===== src/rtl/gbci_pkg.sv =====
// Shared widths and payload types for the gyro bias calibrate / integrate block.
// No dependencies; used by the channel interfaces and by all RTL modules.
`default_nettype none

package gbci_pkg;

  localparam int NAXES    = 3;
  localparam int RATE_W   = 16;
  localparam int STAMP_W  = 32;
  localparam int FRAC_W   = 8;
  localparam int SUM_W    = 24;
  localparam int BIAS_W   = 25;
  localparam int SCALED_W = RATE_W + FRAC_W;
  localparam int DIFF_W   = 26;
  localparam int PROD_W   = DIFF_W + STAMP_W + 1;
  localparam int ANGLE_W  = 64;

  typedef logic signed [RATE_W-1:0]   rate_t;
  typedef logic        [STAMP_W-1:0]  stamp_t;
  typedef logic signed [SCALED_W-1:0] scaled_t;
  typedef logic signed [SUM_W-1:0]    sum_t;
  typedef logic signed [BIAS_W-1:0]   bias_t;
  typedef logic signed [DIFF_W-1:0]   diff_t;
  typedef logic signed [PROD_W-1:0]   prod_t;
  typedef logic signed [ANGLE_W-1:0]  angle_t;

endpackage

`default_nettype wire


===== src/rtl/gbci_bias_div.sv =====
// Per-axis bias divider: bias = sum * 256 / DIVISOR, truncated toward zero.
// Reciprocal multiply then one-step remainder correction; depends on gbci_pkg.
`default_nettype none

module gbci_bias_div #(
  parameter int DIVISOR = 200
) (
  input  wire                  clk,
  input  wire                  rst_n,
  input  wire                  start,
  input  wire gbci_pkg::sum_t  sum,
  output gbci_pkg::bias_t      bias
);

  localparam int DIVW = gbci_pkg::SUM_W + gbci_pkg::FRAC_W;
  // floor(2^DIVW / DIVISOR); estimate is exact or one low for any dividend < 2^(DIVW-1)
  localparam logic [DIVW:0] RECIP = (DIVW+1)'((64'd1 << DIVW) / 64'(DIVISOR));
  localparam logic [DIVW:0] DIV_V = (DIVW+1)'(DIVISOR);

  logic [gbci_pkg::SUM_W-1:0]  mag_c;
  logic [DIVW-1:0]             dvd_c;
  logic [2*DIVW:0]             prod_c;

  logic                        neg_r;
  logic [DIVW-1:0]             dvd_r;
  logic [gbci_pkg::BIAS_W-1:0] est_r;
  logic                        fix_r;
  gbci_pkg::bias_t             bias_r, bias_nxt;

  logic [DIVW:0]               back_c;
  logic [DIVW:0]               rem_c;
  logic [gbci_pkg::BIAS_W-1:0] quo_c;

  always_comb begin
    mag_c  = sum[gbci_pkg::SUM_W-1] ? gbci_pkg::SUM_W'(-sum) : gbci_pkg::SUM_W'(sum);
    dvd_c  = {mag_c, gbci_pkg::FRAC_W'(0)};
    prod_c = (2*DIVW+1)'(dvd_c) * (2*DIVW+1)'(RECIP);
  end

  always_comb begin
    back_c   = (DIVW+1)'(est_r) * DIV_V;
    rem_c    = (DIVW+1)'(dvd_r) - back_c;
    quo_c    = (rem_c >= DIV_V) ? est_r + gbci_pkg::BIAS_W'(1) : est_r;
    bias_nxt = bias_r;
    if (fix_r) begin
      bias_nxt = neg_r ? -$signed(quo_c) : $signed(quo_c);
    end
  end

  always_ff @(posedge clk) begin
    if (start) begin
      neg_r <= sum[gbci_pkg::SUM_W-1];
      dvd_r <= dvd_c;
      est_r <= prod_c[DIVW +: gbci_pkg::BIAS_W];
    end
  end

  always_ff @(posedge clk) begin
    if (!rst_n) begin
      fix_r  <= 1'b0;
      bias_r <= '0;
    end else begin
      fix_r  <= start;
      bias_r <= bias_nxt;
    end
  end

  assign bias = bias_r;

endmodule

`default_nettype wire


===== config.mk =====
export PLATFORM = sky130hd
export DESIGN_NAME = gbci_bias_div
export DESIGN_NICKNAME = d
export VERILOG_FILES = /design/src/rtl/gbci_pkg.sv /design/src/rtl/gbci_bias_div.sv
export SDC_FILE = /design/constraint.sdc
export NUM_CORES = 1
export LEC_CHECK = 0
export ABC_AREA = 1
export BUFFER_PORTS_ARGS = -buffer_cell sky130_fd_sc_hd__buf_2
export CAP_MARGIN = 40
export CORE_ASPECT_RATIO = 0.75
export CORE_MARGIN = 4
export CORE_UTILIZATION = 25
export DETAILED_ROUTE_END_ITERATION = 12
export MAX_ROUTING_LAYER = met4
export PLACE_DENSITY = 0.47
export SYNTH_ARGS = -nofsm -noshare
export SYNTH_HDL_FRONTEND = slang
export SYNTH_SLANG_ARGS = --single-unit

===== constraint.sdc =====
create_clock -name clk -period 22 [get_ports clk]
set_input_delay 0 -clock clk [delete_from_list [all_inputs] [get_ports clk]]
set_output_delay 0 -clock clk [all_outputs]
set_load 0.02 [all_outputs]

==> qor.yml <==
hold_buffers: 0
grt_pass1_wl_um: 88200
dp_slack_ns: 13.11
multi_input_area_um2: 14900
ctsResizeCount: 0
yosysTopAreaCellShare_pct: 24.6
syn_nets: 3008
viasPerCell: 4.35
die_x_um: 326
synth_ff_type: "edfxtp_1"
seqCellArea_um2: 2020
portBuffers: 51
slowest_delay_ns: 0.54
row_count: 87
fin_crit_sh_pct: 38.5
final_cell_count_no_fill: 3482
tightest_slew_ns: 0.922
die_area_um2: 80400
synth_area_leaders: "ha_1 (25%), fa_1 (23%), inv_1 (10%)"
synthesis.area_um2: 19000
fillers: 8287
numCtsBuffers: 9
antenna_found_initial: 0
final_cell_mix: "inv_1 (509), nand2_1 (503), ha_1 (373)"
syn_to_final_growth_pct: 9.91
initial_utilization_pct: 25.2
crit_family: "adder cells"
vias: 15100
grt_overflow: 0
start_kind: "primary input"
pin_count: 52
cts-root-buf: "clkbuf_16"
cts_tree: "built"
maxSlewViolCount: 0
rsz0062_at_grt: "no"
worst-path-buf-inv: 7
drt_iter0_drc: 918
grt_use_total_pct: 14.7
arrival_ns: 8.60
ys_seq_area_share_pct: 10.7
core_um2: 75200
cp_data_required_time_ns: 22.12
cts.sinks: 76
yosys_register_bits: 76
grt_pass1_vias: 14900
post_cts_buffers: 0
finalHoldViolCount: 0
async_flop_share_pct: 0
dp.cells: 3466
drive_above_1_share_pct: 7.16
maxSlewHeadroom_pct: 38.3
yosys_warnings: 0
period_minus_slack_ns: 8.48
routed_wl_um: 56300
place.gp.congestion: 0.885
hp-class: "primary input to flip-flop"
synth-edff-count: 50
ant_nets: 0
setup-tns-final_ns: 0
yosys.cell_types.count: 51
setup_viol: 0
path_common_cell: "nand2_1"
first_pass_iters: 7
place_hpwl_um: 49300
drv_cap: 0
clockBufferDepth: 2
nets: 3071
max_clock_freq_mhz: 118
wl_per_cell_um: 16.2
grt_max_degree: 52
antenna_cells: 0
finClkSkew_ns: 0.0139
netlist_instances: 2391
syn_avg_cell_area_um2: 7.94
mostFrequentLayoutCell: "inv_1"
path_clk_slew_ns: 0.07
yosys.area.top_type: "ha_1"
setup.worst_path.end_class: "flip-flop"
timing.final.ws_setup_ns: 13.52
path_class: "primary input to flip-flop"
drc: 0
critPathSlowestCell: "nor4_1"
status: "finished, final reports clean"
htree_levels: 3
crit_fanout: 10
clk_latency_ns: 0.37
die_h_um: 247
kinds of logic after synthesis:
family                     share of synthesized area (%)
buffers and inverters                               10.9
adders and majority gates                           47.5
AOI/OAI and AO/OA                                   5.68
and+or+nand+nor                                     20.9
DFF                                                 10.7
xor gates and xnor gates                            4.34
path summary, 6_finish.rpt:
| path | startpoint | endpoint | slack [ns] | cells past startpoint |
|---|---|---|---|---|
| setup / recovery | sum[0] | est_r[21] | 13.52 | 37 |
| hold / removal | rst_n | fix_r | 0.01 | 3 |
| setup reg to reg | est_r[3] | bias[22] | 13.93 | 45 |
| hold reg to reg | bias[6] | bias[6] | 0.48 | 2 |
worst register-to-register path, delay by kind of cell (launching register included):
family / cells / cell delay, ns
flops: 1 / 0.60
fa+ha+maj: 5 / 1.97
simple gates: 32 / 4.28
buf+inv: 3 / 0.16
xor+xnor: 1 / 0.18
compound gates: 4 / 0.78
registers in the layout, indices dropped and copies added, names as in the netlist:
name / count
bias: 25
est_r: 25
dvd_r: 24
fix_r: 1
neg_r: 1
stage by stage:
step | cell area [um2] | hold slack (ns) | util [%]
final | 20900 | 0.0147 | 27.7
after global placement | 20600 | 0.412 | 27.3
after CTS | 20900 | 0.00169 | 27.7
after detailed placement | 20600 | 0.405 | 27.3
after floorplan | 19000 | 0.0976 | -
after global routing | 20900 | 0.0260 | 27.7
Yosys cell counts (5+ instances only):
| library cell | count |
|---|---|
| clkbuf_1 | 10 |
| inv_1 | 509 |
| xnor2_1 | 31 |
| o221ai_1 | 6 |
| nor2_4 | 5 |
| ha_1 | 373 |
| nor2_1 | 150 |
| fa_1 | 217 |
| xor2_1 | 63 |
| inv_2 | 18 |
| nand2_2 | 15 |
| nand4_1 | 39 |
| a21oi_1 | 99 |
| dfxtp_1 | 26 |
| a21o_1 | 5 |
| o21ai_1 | 5 |
| nand3_2 | 9 |
| nor2_2 | 25 |
| nand2_1 | 503 |
| nand3_1 | 103 |
| o21ai_0 | 44 |
| nand3b_1 | 11 |
| edfxtp_1 | 50 |
| o21a_1 | 7 |
| nor3_1 | 17 |
area by class of cell:
class / count / area share [%]
clock buffers: 10 / 1.15
multi-input cells: 1770 / 71.4
clock inverters: 6 / 0.204
repair buffers: 70 / 1.91
flip-flops and latches: 76 / 9.70
well taps: 1023 / 6.14
inverters: 527 / 9.49
metal layers:
layer	vias to the layer above	global-route usage, %	wire length [um]
li1	7702	-	-
met4	0	2.03	529
met2	280	20.6	22300
met5	-	-	0
met1	7134	22.1	30400
met3	32	2.68	3080
Power is left out: the tool's default activity adds up to more than one toggle a clock period on the data nets, which glitch-free logic cannot reach.
